[src/trvs_pkg.sv]
// Package: shared types and constants for the RRIP victim select block.
`timescale 1ns / 1ps
package trvs_pkg;
  localparam int unsigned Ways   = 16;
  localparam int unsigned WayW   = $clog2(Ways);
  localparam int unsigned RrpvW  = 4;

  typedef enum logic [1:0] {
    OP_HIT   = 2'd0,
    OP_FILL  = 2'd1,
    OP_INVAL = 2'd2,
    OP_NONE  = 2'd3
  } opcode_e;

  typedef enum logic [1:0] {
    MODE_PTR    = 2'd0,
    MODE_COMB   = 2'd1,
    MODE_DEGREE = 2'd2,
    MODE_HINT   = 2'd3
  } mode_e;

  localparam logic [0:0] CFG_MODE = 1'b0;
  localparam logic [0:0] CFG_BITS = 1'b1;

  typedef enum logic [2:0] {
    ST_IDLE,
    ST_EXEC,
    ST_SCAN,
    ST_AGE,
    ST_WRITE,
    ST_OUT
  } state_e;

  typedef struct packed {
    logic [1:0] opcode;
    logic [3:0] target_way;
    logic       is_property;
    logic [1:0] grasp_tier;
    logic [3:0] degree_tier;
    logic [3:0] reuse_hint;
  } in_item_t;

  typedef struct packed {
    logic [3:0] chosen_way;
    logic       was_invalid;
    logic [3:0] prior_rrpv;
  } out_item_t;

  // controller -> datapath
  typedef struct packed {
    logic load;     // capture input item
    logic exec;     // hit/inval update, fill: invalid check
    logic scan;     // one probe of the scan
    logic age;      // age all ways
    logic write;    // commit fill
  } dp_cmd_t;

  // datapath -> controller
  typedef struct packed {
    logic is_fill;
    logic has_inval;
    logic found;     // scan hit a max way
    logic scan_end;  // last probe of a sweep
  } dp_sts_t;
endpackage

[src/trvs_if.sv]
// Interfaces: valid/ready channels for items and configuration writes.
`timescale 1ns / 1ps
interface trvs_in_if import trvs_pkg::*; ();
  logic     valid;
  logic     ready;
  in_item_t data;
  modport source (output valid, output data, input ready);
  modport sink (input valid, input data, output ready);
endinterface

interface trvs_out_if import trvs_pkg::*; ();
  logic      valid;
  logic      ready;
  out_item_t data;
  modport source (output valid, output data, input ready);
  modport sink (input valid, input data, output ready);
endinterface

interface trvs_cfg_if ();
  logic        valid;
  logic        ready;
  logic [0:0]  index;
  logic [31:0] wdata;
  modport source (output valid, output index, output wdata, input ready);
  modport sink (input valid, input index, input wdata, output ready);
endinterface

[src/trvs_ctrl.sv]
// Controller: sequences hit, fill search, aging and result transfer.
`timescale 1ns / 1ps
module trvs_ctrl import trvs_pkg::*; (
  input  logic    clk_i,
  input  logic    rst_ni,
  input  logic    in_valid_i,
  output logic    in_ready_o,
  output logic    out_valid_o,
  input  logic    out_ready_i,
  output dp_cmd_t cmd_o,
  input  dp_sts_t sts_i
);
  state_e state_q, state_d;

  always_ff @(posedge clk_i or negedge rst_ni) begin
    if (!rst_ni) state_q <= ST_IDLE;
    else state_q <= state_d;
  end

  always_comb begin
    state_d = state_q;
    case (state_q)
      ST_IDLE:  if (in_valid_i) state_d = ST_EXEC;
      ST_EXEC: begin
        if (!sts_i.is_fill || sts_i.has_inval) state_d = sts_i.is_fill ? ST_WRITE : ST_OUT;
        else state_d = ST_SCAN;
      end
      ST_SCAN: begin
        if (sts_i.found) state_d = ST_WRITE;
        else if (sts_i.scan_end) state_d = ST_AGE;
      end
      ST_AGE:   state_d = ST_SCAN;
      ST_WRITE: state_d = ST_OUT;
      ST_OUT:   if (out_ready_i) state_d = ST_IDLE;
      default:  state_d = ST_IDLE;
    endcase
  end

  always_comb begin
    cmd_o       = '0;
    in_ready_o  = 1'b0;
    out_valid_o = 1'b0;
    case (state_q)
      ST_IDLE: begin
        in_ready_o = 1'b1;
        cmd_o.load = in_valid_i;
      end
      ST_EXEC:  cmd_o.exec = 1'b1;
      ST_SCAN:  cmd_o.scan = 1'b1;
      ST_AGE:   cmd_o.age = 1'b1;
      ST_WRITE: cmd_o.write = 1'b1;
      ST_OUT:   out_valid_o = 1'b1;
      default: ;
    endcase
  end
endmodule

[src/trvs_dp.sv]
// Datapath: per-way tables, victim scan, aging and insertion value.
`timescale 1ns / 1ps
module trvs_dp import trvs_pkg::*; (
  input  logic       clk_i,
  input  logic       rst_ni,
  input  logic       cfg_we_i,
  input  logic [0:0] cfg_index_i,
  input  logic [31:0] cfg_wdata_i,
  input  in_item_t   in_data_i,
  input  dp_cmd_t    cmd_i,
  output dp_sts_t    sts_o,
  output out_item_t  out_data_o
);
  logic [RrpvW-1:0] rrpv_q [Ways];
  logic [Ways-1:0]  valid_q, hot_q;
  logic [3:0]       tier_q [Ways];
  logic [3:0]       hint_q [Ways];
  logic [WayW-1:0]  ptr_q;
  logic [1:0]       mode_q;
  logic [2:0]       bits_q;
  in_item_t         item_q;
  out_item_t        res_q;
  logic [WayW-1:0]  victim_q, scan_q;
  logic             inval_q;
  // ranked scan running best
  logic             bfound_q;
  logic [3:0]       bhint_q, btier_q;

  logic [RrpvW-1:0] mx;
  logic [2:0]       bclamp;
  always_comb begin
    bclamp = bits_q;
    if (bclamp < 3'd1) bclamp = 3'd1;
    if (bclamp > 3'd4) bclamp = 3'd4;
    mx = RrpvW'((5'd1 << bclamp) - 5'd1);
  end

  logic             ranked, by_hint;
  assign ranked  = mode_q[1];
  assign by_hint = (mode_q == MODE_HINT);

  // first invalid way
  logic [WayW-1:0] first_inv;
  logic            any_inv;
  always_comb begin
    first_inv = '0;
    any_inv   = 1'b0;
    for (int w = Ways - 1; w >= 0; w--) begin
      if (!valid_q[w]) begin
        first_inv = WayW'(w);
        any_inv   = 1'b1;
      end
    end
  end

  // scan probe
  logic [WayW-1:0] probe;
  logic            pmax, better, last;
  assign probe = ranked ? scan_q : ptr_q;
  assign pmax  = rrpv_q[probe] >= mx;
  assign last  = (scan_q == WayW'(Ways - 1));
  always_comb begin
    better = 1'b0;
    if (pmax) begin
      if (!bfound_q) better = 1'b1;
      else if (by_hint && hint_q[probe] > bhint_q) better = 1'b1;
      else if ((!by_hint || hint_q[probe] == bhint_q) && tier_q[probe] > btier_q)
        better = 1'b1;
    end
  end

  assign sts_o.is_fill   = (item_q.opcode == OP_FILL);
  assign sts_o.has_inval = any_inv;
  assign sts_o.found     = ranked ? (last && (bfound_q || pmax)) : pmax;
  assign sts_o.scan_end  = last;

  // insertion value
  logic [RrpvW-1:0] tv, ins, cv;
  logic [3:0]       hint_in;
  logic [7:0]       prod;
  logic [3:0]       pv;
  logic [4:0]       csum;
  always_comb begin
    hint_in = item_q.is_property ? item_q.reuse_hint : 4'd0;
    tv = mx;
    if (item_q.is_property) begin
      if (item_q.grasp_tier == 2'd1) tv = RrpvW'(1);
      else if (item_q.grasp_tier == 2'd2) tv = mx - RrpvW'(1);
    end
    prod = hint_in * mx;
    // floor(prod / 15) for prod <= 225
    pv   = 4'((16'(prod) * 16'd137) >> 11);
    csum = (5'(tv) + 5'(pv)) >> 1;
    cv   = csum[3:0];
    if (cv == '0 && tv != '0) cv = RrpvW'(1);
    if (cv > mx) cv = mx;
    ins = (mode_q == MODE_COMB) ? cv : tv;
  end

  logic [WayW-1:0] vway;
  assign vway = inval_q ? first_inv : victim_q;

  logic hit_ok;
  assign hit_ok = item_q.opcode == OP_HIT && 32'(item_q.target_way) < Ways;

  always_ff @(posedge clk_i or negedge rst_ni) begin
    if (!rst_ni) begin
      valid_q <= '0;
      hot_q   <= '0;
      ptr_q   <= '0;
      mode_q  <= MODE_DEGREE;
      bits_q  <= 3'd2;
      for (int w = 0; w < Ways; w++) begin
        tier_q[w] <= '0;
        hint_q[w] <= '0;
      end
    end else begin
      if (cfg_we_i) begin
        if (cfg_index_i == CFG_MODE) mode_q <= cfg_wdata_i[1:0];
        else bits_q <= cfg_wdata_i[2:0];
      end
      if (cmd_i.exec && item_q.opcode == OP_INVAL && 32'(item_q.target_way) < Ways)
        valid_q[WayW'(item_q.target_way)] <= 1'b0;
      if (cmd_i.scan && !ranked) ptr_q <= ptr_q + WayW'(1);
      if (cmd_i.write) begin
        valid_q[vway] <= 1'b1;
        tier_q[vway]  <= item_q.degree_tier;
        hint_q[vway]  <= hint_in;
        hot_q[vway]   <= item_q.is_property && item_q.grasp_tier == 2'd1;
      end
    end
  end

  always_ff @(posedge clk_i) begin
    if (cmd_i.load) item_q <= in_data_i;
    if (cmd_i.exec) begin
      res_q.chosen_way  <= item_q.target_way;
      res_q.was_invalid <= 1'b0;
      res_q.prior_rrpv  <= hit_ok ? rrpv_q[WayW'(item_q.target_way)] : '0;
      inval_q  <= any_inv;
      scan_q   <= '0;
      bfound_q <= 1'b0;
      if (hit_ok) begin
        if (mode_q == MODE_COMB || hot_q[WayW'(item_q.target_way)])
          rrpv_q[WayW'(item_q.target_way)] <= '0;
        else if (rrpv_q[WayW'(item_q.target_way)] != '0)
          rrpv_q[WayW'(item_q.target_way)] <= rrpv_q[WayW'(item_q.target_way)] - 1'b1;
      end
    end
    if (cmd_i.scan) begin
      scan_q <= last ? '0 : scan_q + WayW'(1);
      if (!ranked) victim_q <= ptr_q;
      else if (better) begin
        bfound_q <= 1'b1;
        victim_q <= probe;
        bhint_q  <= hint_q[probe];
        btier_q  <= tier_q[probe];
      end
    end
    if (cmd_i.age)
      for (int w = 0; w < Ways; w++)
        if (rrpv_q[w] < mx) rrpv_q[w] <= rrpv_q[w] + 1'b1;
    if (cmd_i.write) begin
      rrpv_q[vway]      <= ins;
      res_q.chosen_way  <= 4'(vway);
      res_q.was_invalid <= inval_q;
    end
  end

  assign out_data_o = res_q;
endmodule

[src/tiered_rrip_victim_select_core.sv]
// Top level: RRIP replacement engine for one cache set.
// Usage:
//   in_ch   - one transfer per request: hit, fill or invalidate of a way.
//   out_ch  - one transfer per request: chosen way, invalid flag, prior RRPV.
//   cfg_ch  - register writes (index 0 policy_mode, 1 rrpv_bits); write
//             only while idle; always ready.
// Sequencing: one request in flight. Hit, invalidate: EXEC, then OUT.
//   Fill into an invalid way: EXEC, WRITE, OUT. Fill with eviction: EXEC,
//   then SCAN probes and AGE steps, WRITE, OUT; the probe unit checks one
//   way per cycle, pointer modes stop at the first maximum way, ranked
//   modes sweep all 16 ways. Worst case, rrpv_bits=4 and all ways at zero:
//   16 sweeps and 15 aging steps. The next request is taken the cycle
//   after the result transfer.
// Reset: valid, hot, tier, hint tables and pointer clear; RRPV contents
//   are undefined until a fill writes them. policy_mode=2, rrpv_bits=2.
// Stall: the result is held in its register until out ready; no new
//   request is accepted meanwhile.
`timescale 1ns / 1ps
module tiered_rrip_victim_select_core import trvs_pkg::*; (
  input logic       clk_i,
  input logic       rst_ni,
  trvs_in_if.sink   in_ch,
  trvs_out_if.source out_ch,
  trvs_cfg_if.sink  cfg_ch
);
  dp_cmd_t cmd;
  dp_sts_t sts;

  assign cfg_ch.ready = 1'b1;

  trvs_ctrl u_ctrl (
    .clk_i       (clk_i),
    .rst_ni      (rst_ni),
    .in_valid_i  (in_ch.valid),
    .in_ready_o  (in_ch.ready),
    .out_valid_o (out_ch.valid),
    .out_ready_i (out_ch.ready),
    .cmd_o       (cmd),
    .sts_i       (sts)
  );

  trvs_dp u_dp (
    .clk_i       (clk_i),
    .rst_ni      (rst_ni),
    .cfg_we_i    (cfg_ch.valid),
    .cfg_index_i (cfg_ch.index),
    .cfg_wdata_i (cfg_ch.wdata),
    .in_data_i   (in_ch.data),
    .cmd_i       (cmd),
    .sts_o       (sts),
    .out_data_o  (out_ch.data)
  );
endmodule

[src/flat_wrapper.sv]
// flat-port wrapper written by rule: the top's interface ports become plain ports
module tiered_rrip_victim_select_core_flat import trvs_pkg::*;
  (clk_i, rst_ni, in_ch_valid, in_ch_data, in_ch_ready, out_ch_valid, out_ch_data, out_ch_ready, cfg_ch_valid, cfg_ch_index, cfg_ch_wdata, cfg_ch_ready);
  trvs_in_if in_ch_i ();
  trvs_out_if out_ch_i ();
  trvs_cfg_if cfg_ch_i ();
  input logic clk_i;
  input logic rst_ni;
  input wire logic [$bits(in_ch_i.valid)-1:0] in_ch_valid;
  input wire logic [$bits(in_ch_i.data)-1:0] in_ch_data;
  output wire logic [$bits(in_ch_i.ready)-1:0] in_ch_ready;
  output wire logic [$bits(out_ch_i.valid)-1:0] out_ch_valid;
  output wire logic [$bits(out_ch_i.data)-1:0] out_ch_data;
  input wire logic [$bits(out_ch_i.ready)-1:0] out_ch_ready;
  input wire logic [$bits(cfg_ch_i.valid)-1:0] cfg_ch_valid;
  input wire logic [$bits(cfg_ch_i.index)-1:0] cfg_ch_index;
  input wire logic [$bits(cfg_ch_i.wdata)-1:0] cfg_ch_wdata;
  output wire logic [$bits(cfg_ch_i.ready)-1:0] cfg_ch_ready;
  assign in_ch_i.valid = in_ch_valid;
  assign in_ch_i.data = in_ch_data;
  assign in_ch_ready = in_ch_i.ready;
  assign out_ch_valid = out_ch_i.valid;
  assign out_ch_data = out_ch_i.data;
  assign out_ch_i.ready = out_ch_ready;
  assign cfg_ch_i.valid = cfg_ch_valid;
  assign cfg_ch_i.index = cfg_ch_index;
  assign cfg_ch_i.wdata = cfg_ch_wdata;
  assign cfg_ch_ready = cfg_ch_i.ready;
  tiered_rrip_victim_select_core u_core (.clk_i(clk_i), .rst_ni(rst_ni), .in_ch(in_ch_i), .out_ch(out_ch_i), .cfg_ch(cfg_ch_i));
endmodule
[config.mk]
export PLATFORM = sky130hd
export DESIGN_NAME = tiered_rrip_victim_select_core_flat
export DESIGN_NICKNAME = d
export VERILOG_FILES = /design/src/trvs_pkg.sv /design/src/trvs_if.sv /design/src/trvs_ctrl.sv /design/src/trvs_dp.sv /design/src/tiered_rrip_victim_select_core.sv /design/src/flat_wrapper.sv
export SDC_FILE = /design/constraint.sdc
export NUM_CORES = 1
export LEC_CHECK = 0
export BUFFER_PORTS_ARGS = -buffer_cell sky130_fd_sc_hd__clkbuf_2
export CORE_AREA = 2 2 161 281
export CTS_CLUSTER_DIAMETER = 80
export DETAILED_ROUTE_END_ITERATION = 8
export DIE_AREA = 0 0 163 283
export HOLD_SLACK_MARGIN = 0.02
export PLACE_DENSITY = 0.57
export SLEW_MARGIN = 20
export SYNTH_ARGS = -nofsm -noshare
export SYNTH_HDL_FRONTEND = slang
export SYNTH_SLANG_ARGS = --single-unit
[constraint.sdc]
create_clock -name clk_i -period 27.1 [get_ports clk_i]
set_clock_uncertainty 0.05 [all_clocks]
set_input_delay 1.355 -clock clk_i [delete_from_list [all_inputs] [get_ports clk_i]]
set_output_delay 1.355 -clock clk_i [all_outputs]
set_load 0.005 [all_outputs]
# Yosys cells after proc, flatten, opt, wreduce, memory -nomap -nowiden
# Memories as Yosys holds them, arrays and structs flattened. A register that Yosys moved wholly into a read port is not among the register bits.
# Cells that the tools add are included.
dict set report word_totals {
  romBits 0
  mem_bits_rw 64
  output_inout_bits 12
  inputBits 55
  latch_bits 0
  n_memories 1
  ff_bits 216
  wordCells 323
}
# memory words word_bits read_ports rd_clocked_by_memory_dff write_ports line_no
set memory_table {}
lappend memory_table {u_core.u_dp.rrpv_q 16 4 18 1 16 trvs_dp.sv:14} ;# logic [RrpvW-1:0] rrpv_q [Ways];
dict set report op_classes {
  shift 1
  n_eq_ne 17
  div_mod_pow 0
  bitwise 7
  n_mul 2
  add_sub_neg 22
  order_cmp 29
  muxes 160
  reduce_logical 31
}
# op n
set op_table {}
lappend op_table {{4-bit 2-to-1 mux} 42}
lappend op_table {{64-bit bitwise mux} 2}
lappend op_table {{1-bit 2-to-1 mux} 97}
lappend op_table {{4-bit by 1-bit adder with 4-bit output, second input constant} 18}
lappend op_table {{4-bit less-than comparator} 16}
lappend op_table {{4-bit binary-select mux with 4-bit select} 2}
lappend op_table {{16-bit 2-to-1 mux} 2}
lappend op_table {{3-bit 2-to-1 mux} 7}
lappend op_table {{3-bit case mux with 6 select lines} 1}
lappend op_table {{16-bit bitwise AND} 1}
lappend op_table {{16-bit bitwise mux} 1}
lappend op_table {{4-bit demux with 4-bit select} 1}
lappend op_table {{16-bit NOT} 1}
lappend op_table {{16-bit OR} 1}
lappend op_table {{8-bit by 8-bit multiplier with 15-bit output, second input constant} 1}
lappend op_table {{4-bit > comparator} 3}
lappend op_table {{4-bit by 1-bit subtractor with 4-bit output, second input constant} 3}
lappend op_table {{5-bit >= comparator, second input constant} 2}
lappend op_table {{1-bit logical AND} 10}
lappend op_table {{4-bit by 5-bit less-than comparator with 1-bit output, second input constant} 2}
lappend op_table {{4-bit NOT with 5-bit output} 2}
lappend op_table {{9-bit 2-to-1 mux} 1}
lappend op_table {{1-bit demux with 4-bit select} 2}
lappend op_table {{4-bit by 1-bit >= comparator with 1-bit output, second input constant} 2}
lappend op_table {{31 further kinds} 49}

# Logic depth before layout (Yosys ltp)
# Gate-level depths: netlist of run 1.
dict set report depth {
  word_depth 23
  ltp_mapped 35
  depth_no_buf 33
}

# Modules after synthesis
# From an unflattened synthesis of run 1, not the netlist that was laid out.
dict set report hier_totals {
  cells_unflattened 1725
  hier_area_um2 17588.1
}
# module instances cells_per_inst seq_area_each_um2 area_each_um2
set modules_own_cells {}
lappend modules_own_cells {trvs_dp 1 1690 7544.7 17307.8}
lappend modules_own_cells {trvs_ctrl 1 33 75.1 269.0}
lappend modules_own_cells {tiered_rrip_victim_select_core 1 2 0.0 11.3}

# Worst setup path before layout of run 1
# No wires, ideal clock.
dict set report synth_path {
  path_type {register to register}
  startpoint {reg u_core.u_dp.bits_q[2]}
  endpoint {mem u_core.u_dp.rrpv_q[12][3] (data pin)}
  period_less_slack_ns 8.740
  setup_ns 0.261
  path_buffers 2
  stages_incl_launch_ff 34
  path_slack_ns 18.360
  required_time_ns 26.789
  t_arrival_ns 8.429
  cell_sequence {dfrtp_1 -> clkbuf_1 -> a21oi_1 -> nand2b_1 -> fa_1 -> inv_1 -> fa_1 -> ha_1 -> a21o_1 -> a21o_1 -> a2111o_1 -> o311ai_1 -> xor2_1 -> ha_1 -> ha_1 -> a211oi_1 -> o31ai_1 -> a31o_2 -> a21oi_1 -> o21a_1 -> xnor2_1 -> ha_1 -> and3_1 -> a22oi_1 -> nand3_1 -> xor2_1 -> ha_1 -> o21a_1 -> o31ai_1 -> a21oi_1 -> mux2_2 -> a22oi_2 -> buf_2 -> o21ai_1}
}
# element line_no
set synth_lines {}
lappend synth_lines {{start, declared} trvs_dp.sv:20} ;# logic [2:0] bits_q;
lappend synth_lines {{start signal, assigned} trvs_dp.sv:120} ;# else bits_q <= cfg_wdata_i[2:0];
lappend synth_lines {{end, declared} trvs_dp.sv:14}

==> metrics.txt, run 1 <==
status=complete, no violations; Setup Viol. Count Final=0; ys async rst share=0.606; Pwr Total=1.73 mW; crit path time final=around 10000 ps; antenna violations before repair=0; DR pass1 iterations=5; WS Path Type=reg -> reg; starting density of the core=0.393; CTS Root Cell=clkbuf_16; vias in the first global route=12600; crit end category=register; Cell Count, Final, Fillers Out=between 2000 and 2500; Final Util=0.435; Logic pwr share=0.402; Die Area=around 46000 um2; highest-delay cell along the critical path=a22oi_2; register share of total power=0.367; register area share after synthesis=0.441; RD Place Congestion=around 0.90; cells after synthesis=between 1500 and 2000; fraction of layout cells with a size suffix above 1=0.227; sw frac=0.379; Clk Latency, worst-skew pair=570 ps; clock network power share=0.231; worst hold start=u_core.u_dp.hot_q[3]; Top cell by count, worst path=ha_1; r2r worst-path depth=32; NetSw=around 0.66 mW; Pwr per Cell Area=90.4 nW/um2; Die Height=around 280 um; core footprint=between 40000 and 50000 um2; Clock Path Buffers=3; Layout area overhead=10.6%; Max H-tree Level=1; DP Cell Count=just over 2000; Slew @ Worst Pin=approximately 1100 ps; Mapped Area=around 17000 um2; global-route wire length before repair=75.0 mm; max-cap viol count=0; TritonCTS clock tree=done; CTS sink count=roughly 280; Final Max Tran Viols=0; Antenna diodes=0; worst r2r dst=u_core.u_dp.rrpv_q[0][3]; Congestion Overflow GR=0; routed vias=around 12000; crit path max fanout=18; Rel. slew slack=0.241; hold worst-path end=u_core.u_dp.hot_q[3]; Fmax achieved=about 100 MHz; DR iter-0 viols=770; die width=about 160 um; number of synthesized register bits=between 200 and 300; I/O Pins=67; vias per cell=5.85; average cell area after synthesis=~11 um2; critical path launch point type=register; ys flop type=dfrtp_1; Crit path arrival time=10160 ps; placed wire-length estimate=34.0 mm; HP Class=reg -> reg; Synth cell types=a little over 80; RSZ-0062 raised after global routing=false; worst reg2reg setup slack=17150 ps; Post-synth EDFFs=107; CTS Buf Count=28; final hold vios=0; mean routed wirelength per cell=23.0 um; DRC errors left=0; cts hold-fix bufs=0; clock-pin slew on the worst setup and hold paths=around 60 ps; Layout fillers=between 4000 and 5000; static leakage=just over 8 nW; Worst VDD drop=between 0.04 and 0.05 mV; Req. time, crit path=roughly 27000 ps; crit-path max cell delay=between 800 and 900 ps; Detailed Route WL=49.0 mm; largest net degree at the start of global routing=a little over 100; setup_tns=0 ps; antenna viol nets, final=0; Setup Buffers After CTS=0; PortBufs=36; Tcrit/Tclk final=0.367; post-cts sizing count=0; Internal=roughly 1.1 mW; # rows=just over 100; worst r2r src=u_core.u_dp.item_q[10]; total global routing track utilization=0.213; Hold Path Stages=1; Syn. warnings=0; Layout Nets=around 1700
==> cells by family (layout without fill, tap and decap cells) <==
kind of cell | count (synthesis) | in the layout | synth area share
compound gates | 278 | 278 | 0.106
xor+xnor | 48 | 48 | 0.0243
fa+ha+maj | 130 | 130 | 0.0962
buf+inv | 117 | 161 | 0.0276
flops | 284 | 284 | 0.441
mux | 256 | 256 | 0.187
other cells | 1 | 3 | 0.000217
simple gates | 394 | 394 | 0.117
==> placed cells by master (no fill, tap or decap), drive strengths merged, types with 6 or more instances in the layout <==
master,instances
a311oi,17
a21oi,49
nand2,173
dfrtp,170
mux2,172
nand4,10
a21o,16
inv,51
edfxtp,107
o211ai,13
nor4b,8
nor3,13
buf,30
mux2i,50
a211oi,14
o21a,10
nor2,55
nor2b,30
ha,125
a31oi,22
mux4,34
nand2b,15
a41oi,17
and3,33
xnor2,9
o21ai,83
nand3,29
clkbuf,74
and2,6
xor2,39
==> cell type report <==
| type | instances | area [um2] | share of cell area |
|---|---|---|---|
| clock buffer | 39 | 817 | 0.0427 |
| clock inverter | 13 | 110 | 0.00576 |
| inverter | 44 | 168 | 0.00876 |
| multi-input combinational | 1109 | 9290 | 0.485 |
| sequential | 284 | 7620 | 0.398 |
| tap | 572 | 716 | 0.0374 |
| timing repair buffer | 65 | 415 | 0.0217 |
==> power by group through the flow <==
stage	Sequential [mW]	Combinational, mW	Clock (mW)
floorplan	0.606	0.502	0
detailed placement	0.641	0.695	0
global placement	0.637	0.678	0
finish	0.634	0.695	0.400
global route	0.646	0.762	0.425
CTS	0.633	0.699	0.408
==> how the worst max path moves through the flow <==
stage,from,end,slack [ps],cells after the start
after floorplan,u_core.u_dp.bits_q[2],u_core.u_dp.rrpv_q[12][3],18360,33
after global placement,u_core.u_dp.item_q[10],u_core.u_dp.rrpv_q[0][3],17230,32
after detailed placement,u_core.u_dp.item_q[10],u_core.u_dp.rrpv_q[10][3],17170,32
after CTS,u_core.u_dp.item_q[10],u_core.u_dp.rrpv_q[10][3],17140,32
after global routing,u_core.u_dp.item_q[10],u_core.u_dp.rrpv_q[0][3],16450,32
final,u_core.u_dp.item_q[10],u_core.u_dp.rrpv_q[0][3],17150,32
==> sequential cells by signal (all words and copies together), names as in the netlist, named ones only <==
signal and cells:
u_core.u_dp.hot_q 16, u_core.u_dp.tier_q 64, u_core.u_dp.bhint_q 4, u_core.u_dp.ptr_q 4
u_core.u_ctrl.state_q 3, u_core.u_dp.btier_q 4, u_core.u_dp.inval_q 1, u_core.u_dp.scan_q 4
u_core.u_dp.hint_q 64, u_core.u_dp.bits_q 3, u_core.u_dp.rrpv_q 64, u_core.u_dp.out_data_o 9
u_core.u_dp.valid_q 16, u_core.u_dp.item_q 17, u_core.u_dp.mode_q 2, u_core.u_dp.bfound_q 1
u_core.u_dp.victim_q 4
==> cell usage after synthesis (6+ instances only) <==
| cell type | count | area [um2] |
|---|---|---|
| o211ai_1 | 13 | 97.6 |
| ha_1 | 125 | 1560 |
| o21a_1 | 10 | 75.1 |
| mux2i_1 | 50 | 500 |
| buf_2 | 9 | 45.0 |
| nand4_1 | 10 | 62.6 |
| xnor2_1 | 9 | 78.8 |
| a211oi_1 | 14 | 105 |
| nor3_1 | 11 | 55.1 |
| nor2b_1 | 30 | 188 |
| mux4_2 | 34 | 766 |
| mux2_4 | 10 | 150 |
| a21oi_1 | 48 | 240 |
| and3_1 | 33 | 206 |
| mux2_2 | 160 | 1800 |
| nor4b_4 | 7 | 166 |
| xor2_1 | 39 | 342 |
| dfrtp_1 | 170 | 4250 |
| nor2_1 | 55 | 206 |
| edfxtp_1 | 107 | 3210 |
| a41oi_1 | 17 | 149 |
| clkbuf_1 | 55 | 206 |
| nand2_1 | 173 | 649 |
| a31oi_1 | 22 | 138 |
| nand2b_1 | 15 | 93.8 |
| o21ai_0 | 68 | 340 |
| inv_1 | 43 | 161 |
| o21ai_1 | 15 | 75.1 |
| and2_1 | 6 | 37.5 |
| nand3_1 | 28 | 140 |
| a21o_1 | 16 | 120 |
| a311oi_1 | 17 | 149 |
==> per-layer routing <==
| layer | vias to the layer above | track usage | part of all wire |
|---|---|---|---|
| met5 | - | 0 | 0 |
| met2 | 332 | 0.392 | 0.53 |
| met4 | 0 | 0.128 | 0.064 |
| li1 | 5684 | - | - |
| met1 | 6265 | 0.233 | 0.37 |
| met3 | 151 | 0.0205 | 0.036 |
==> worst max-delay path: cells and delay by family, from the launching register on <==
kind	cells	cell delay, ps
and+or+nand+nor	4	690
muxes	1	420
adders and majority gates	7	2600
xor gates and xnor gates	3	440
AOI/OAI and AO/OA	15	4400
buffers and inverters	2	560
DFF	1	490
==> stage by stage <==
step	cell area, um2	hold WS (ps)	worst slack (ps)
2_1_floorplan	17300	395	18360
3_3_place_gp	18200	418	17230
3_5_place_dp	18200	430	17170
4_1_cts	19100	444	17140
5_1_grt	19100	463	16450
6_report	19100	439	17150
(Power assumes the default switching activity.)
==> run 2, diff against run 1 <==
==> constraint.sdc (replaced) <==
create_clock -name clk_i -period 9.8 [get_ports clk_i]
set_clock_uncertainty 0.05 [all_clocks]
set_input_delay 0.49 -clock clk_i [delete_from_list [all_inputs] [get_ports clk_i]]
set_output_delay 0.49 -clock clk_i [all_outputs]
set_load 0.005 [all_outputs]
==> metrics.txt, run 2 (synthesis results as in run 1) <==
largest net degree at the start of global routing=100; DP Worst Slack=around 870 ps; fraction of layout cells with a size suffix above 1=0.229; vias in the first global route=between 10000 and 15000; worst hold slack=between 40 and 50 ps; most frequent cells in the layout=173 x nand2_1, 170 x dfrtp_1, 160 x mux2_2; Antenna diodes=0; routed vias=12300; antenna viol nets, final=0; Worst VDD drop=between 0.1 and 0.15 mV; leading cell type in the layout, fill and taps excluded=nand2_1; Die Area=~46000 um2; placed wire-length estimate=around 34 mm; CTS sink count=284; Setup Viol. Count Final=0; status=complete, no violations; antenna violations before repair=0; starting density of the core=0.393; # rows=between 100 and 150; Fmax achieved=about 110 MHz; RSZ-0062 raised after global routing=false; core footprint=44000 um2; worst hold start=in_ch_data[16]; Regs by FF count=u_core.u_dp.hint_q (64), u_core.u_dp.rrpv_q (64), u_core.u_dp.tier_q (64); M1 wire length=between 15 and 20 mm; r2r worst-path depth=33; highest-delay cell along the critical path=edfxtp_1; Setup Buffers After CTS=0; Cell Count, Final, Fillers Out=2136; CTS Buf Count=28; crit end category=register; DRC errors left=0; global-route wire length before repair=75.0 mm; worst reg2reg setup slack=about 870 ps; worst r2r src=u_core.u_dp.item_q[10]; TritonCTS clock tree=done; Max H-tree Level=1; Final Max Tran Viols=0; total global routing track utilization=0.213; Hold Path Stages=1; DR pass1 iterations=5; I/O Pins=between 60 and 70; worst r2r dst=u_core.u_dp.rrpv_q[1][3]; Clk Latency, worst-skew pair=about 570 ps; Clock Path Buffers=3; final hold vios=0; mean routed wirelength per cell=roughly 23 um; Congestion Overflow GR=0; Die Height=about 280 um; critical path launch point type=register; setup_tns=0 ps; post-route design area=about 19000 um2; final setup margin=865 ps; Rel. slew slack=0.236; die width=163 um; Detailed Route WL=48.9 mm; crit path time final=between 8000 and 9000 ps; DR iter-0 viols=848; Top cell by count, worst path=ha_1; met2 wire len=around 26 mm; Layout area overhead=11.0%; DP Cell Count=about 2100; crit path max fanout=19; clock-pin slew on the worst setup and hold paths=60 ps; Req. time, crit path=approximately 10000 ps; max-cap viol count=0; Crit path arrival time=between 9000 and 10000 ps; Placed Instance Area=about 18000 um2; hold worst-path end=u_core.u_dp.item_q[16]; vias per cell=5.77; Slew @ Worst Pin=roughly 1100 ps; Layout Nets=1727; crit-path max cell delay=slightly above 500 ps; Routed met3 length=between 1.5 and 2 mm; Pwr per Cell Area=249 nW/um2; Layout fillers=about 4100; Tcrit/Tclk final=0.912; static leakage=between 8 and 9 nW; HP Class=in -> reg; top sig layer=met4; WS Path Type=reg -> reg; PortBufs=36; RD Place Congestion=0.844; CTS Root Cell=clkbuf_16
## run 2: routing by layer
layer / up-vias / GRT usage
li1: 5688 / -
met3: 134 / 0.0202
met2: 272 / 0.402
met5: - / 0
met1: 6225 / 0.226
met4: 0 / 0.122
## run 2: critical path: cells and delay by family (launching register included)
kind | cells | cell delay (ps)
buffers and inverters | 4 | 790
and+or+nand+nor | 6 | 1020
muxes | 1 | 410
DFF | 1 | 510
xor gates and xnor gates | 1 | 170
adders and majority gates | 7 | 2400
AOI/OAI and AO/OA | 14 | 3280
## run 2: stage by stage
stage,util,power (mW)
6_report,0.436,4.78
3_3_place_gp,0.414,3.63
3_5_place_dp,0.414,3.68
2_1_floorplan,-,3.06
5_1_grt,0.436,5.07
4_1_cts,0.436,4.81
## run 2: final cells by class
class	instances	area (um2)	area share
Timing Repair Buffer	75	482	0.0251
Clock buffer	44	895	0.0466
Inverter	44	168	0.00874
Multi-Input combinational cell	1109	9260	0.482
Tap cell	572	716	0.0373
Clock inverter	8	53.8	0.00280
Sequential cell	284	7620	0.397
## run 2: how the worst max path moves through the flow
stage,from,endpoint,depth (start not counted)
after floorplan,u_core.u_dp.bits_q[2],u_core.u_dp.rrpv_q[12][3],33
after global placement,u_core.u_dp.item_q[10],u_core.u_dp.rrpv_q[0][3],33
after detailed placement,u_core.u_dp.item_q[10],u_core.u_dp.rrpv_q[0][3],33
after CTS,u_core.u_dp.item_q[10],u_core.u_dp.rrpv_q[1][3],33
after global routing,u_core.u_dp.item_q[10],u_core.u_dp.rrpv_q[0][3],33
final,u_core.u_dp.item_q[10],u_core.u_dp.rrpv_q[1][3],33
## run 2: what timing repair did
item                                    in CTS  in global routing
hold buffers                                 1                  0
resized for setup                            0                  0
endpoints found under the hold margin        4                  0
endpoints found under the setup margin       0                  0
## run 2: power by group
part	switching (mW)	total [mW]	internal, mW
combinational	1.10	1.92	0.813
clock	0.478	1.11	0.630
sequential	0.205	1.75	1.55
total	1.79	4.78	2.99
==> run 3, diff against run 2 <==
--- a/config.mk
+++ b/config.mk
@@ -12,6 +12,7 @@
 export DIE_AREA = 0 0 163 283
 export HOLD_SLACK_MARGIN = 0.02
 export PLACE_DENSITY = 0.57
+export RECOVER_POWER = 50
 export SLEW_MARGIN = 20
 export SYNTH_ARGS = -nofsm -noshare
 export SYNTH_HDL_FRONTEND = slang
==> metrics.txt, run 3 (synthesis results as in run 1) <==
antenna viol nets, final=0; DR pass1 iterations=7; Antenna diodes=0; leading cell type in the layout, fill and taps excluded=nand2_1; highest-delay cell along the critical path=edfxtp_1; global-route wire length before repair=about 75 mm; cell family with most CP delay=compound AO/OA/AOI/OAI gates; worst r2r src=u_core.u_dp.item_q[10]; vias in the first global route=12800; CP Launch Point=u_core.u_dp.item_q[10]; CTS sink count=roughly 280; Logic pwr share=0.400; failing checks=max-capacitance violations, max-slew violations; register share of total power=0.367; worst hold start=in_ch_data[15]; Top cell by count, worst path=ha_1; Bufs and invs on worst path=4; starting density of the core=0.393; largest net degree at the start of global routing=100; Req. time, crit path=about 10000 ps; RD Place Congestion=around 0.84; mean routed wirelength per cell=between 20 and 25 um; I/O Pins=67; clock-pin slew on the worst setup and hold paths=approximately 70 ps; fraction of layout cells with a size suffix above 1=0.213; Internal=2.99 mW; DR iter-0 viols=783; Layout Nets=1727; sw frac=0.374; core footprint=around 44000 um2; PortBufs=36; routed vias=around 12000; crit path max fanout=19; most frequent cells in the layout=173 x nand2_1, 170 x dfrtp_1, 160 x mux2_2; Tcrit/Tclk final=0.912; HP Class=in -> reg; Slew @ Worst Pin=~5400 ps; Congestion Overflow GR=0; Detailed Route WL=48.9 mm; Crit path arrival time=between 9000 and 10000 ps; Layout area overhead=10.5%; Setup Buffers After CTS=0; Final Util=0.434; Max H-tree Level=1; setup_tns=0 ps; Clk Latency, worst-skew pair=about 570 ps; TritonCTS clock tree=done; CTS Root Cell=clkbuf_16; final hold vios=0; Setup Viol. Count Final=0; WP depth=33; placed wire-length estimate=around 34 mm; Worst VDD drop=roughly 0.14 mV; NetSw=1.79 mW; RSZ-0062 raised after global routing=false; Hold Path Stages=1; CTS Buf Count=28; Clock Path Buffers=3; die width=163 um; crit-path max cell delay=slightly above 500 ps; Fmax achieved=about 110 MHz; Final Max Tran Viols=about 270; crit end category=register; total global routing track utilization=0.213; Regs by FF count=u_core.u_dp.hint_q (64), u_core.u_dp.rrpv_q (64), u_core.u_dp.tier_q (64); vias per cell=5.79; r2r worst-path depth=33; status=complete, but fails checks; max-cap viol count=5; Pwr per Cell Area=250 nW/um2; clock network power share=0.233; antenna violations before repair=0; DRC errors left=0; Rel. slew slack=-2.62; Die Area=46100 um2; critical path launch point type=register; static leakage=between 8 and 9 nW; WS Path Type=reg -> reg; crit path time final=8930 ps; # rows=roughly 100; Die Height=283 um; worst reg2reg setup slack=approximately 870 ps
## run 3: stage by stage
stage	cells	total power [mW]	hold slack, ps	worst slack [ps]	instance area, um2
final	2136	4.77	46.7	867	19100
after global routing	2136	5.06	33.5	199	19100
after CTS	2136	4.81	22.1	814	19200
after detailed placement	2083	3.68	424	866	18200
after global placement	2083	3.63	417	944	18200
after floorplan	1510	3.06	144	1060	17300
## run 3: final cells by class
type                    count  area, um2
fillers                  4161      24900
multi-input cells        1109       9230
flip-flops and latches    284       7620
clock buffers              44        895
well taps                 572        716
repair buffers             75        430
inverters                  44        168
clock inverters             8       53.8
## run 3: worst paths after layout
check                                      endpoint
setup / recovery           u_core.u_dp.rrpv_q[1][3]
hold / removal               u_core.u_dp.item_q[15]
setup reg to reg           u_core.u_dp.rrpv_q[1][3]
hold reg to reg              u_core.u_dp.hint_q[51]
max in group asynchronous     u_core.u_dp.bits_q[0]
min in group asynchronous  u_core.u_ctrl.state_q[2]
## run 3: power by group through the flow
stage	sequential, mW	clock, mW	combinational [mW]
after global routing	1.78	1.18	2.10
after global placement	1.76	0	1.87
after CTS	1.75	1.14	1.92
after floorplan	1.68	0	1.39
final	1.75	1.11	1.91
after detailed placement	1.77	0	1.91
## run 3: timing repair
action | 4_1_cts | 5_1_grt
resized for setup | 0 | 0
hold buffers | 1 | 0
hold endpoints to repair | 4 | 0
## run 3: routing by layer
metal | global-route usage | vias up | part of all wire
met3 | 0.0202 | 141 | 0.035
met5 | 0 | - | 0
met1 | 0.226 | 6243 | 0.36
li1 | - | 5687 | -
met4 | 0.122 | 0 | 0.062
met2 | 0.402 | 307 | 0.54
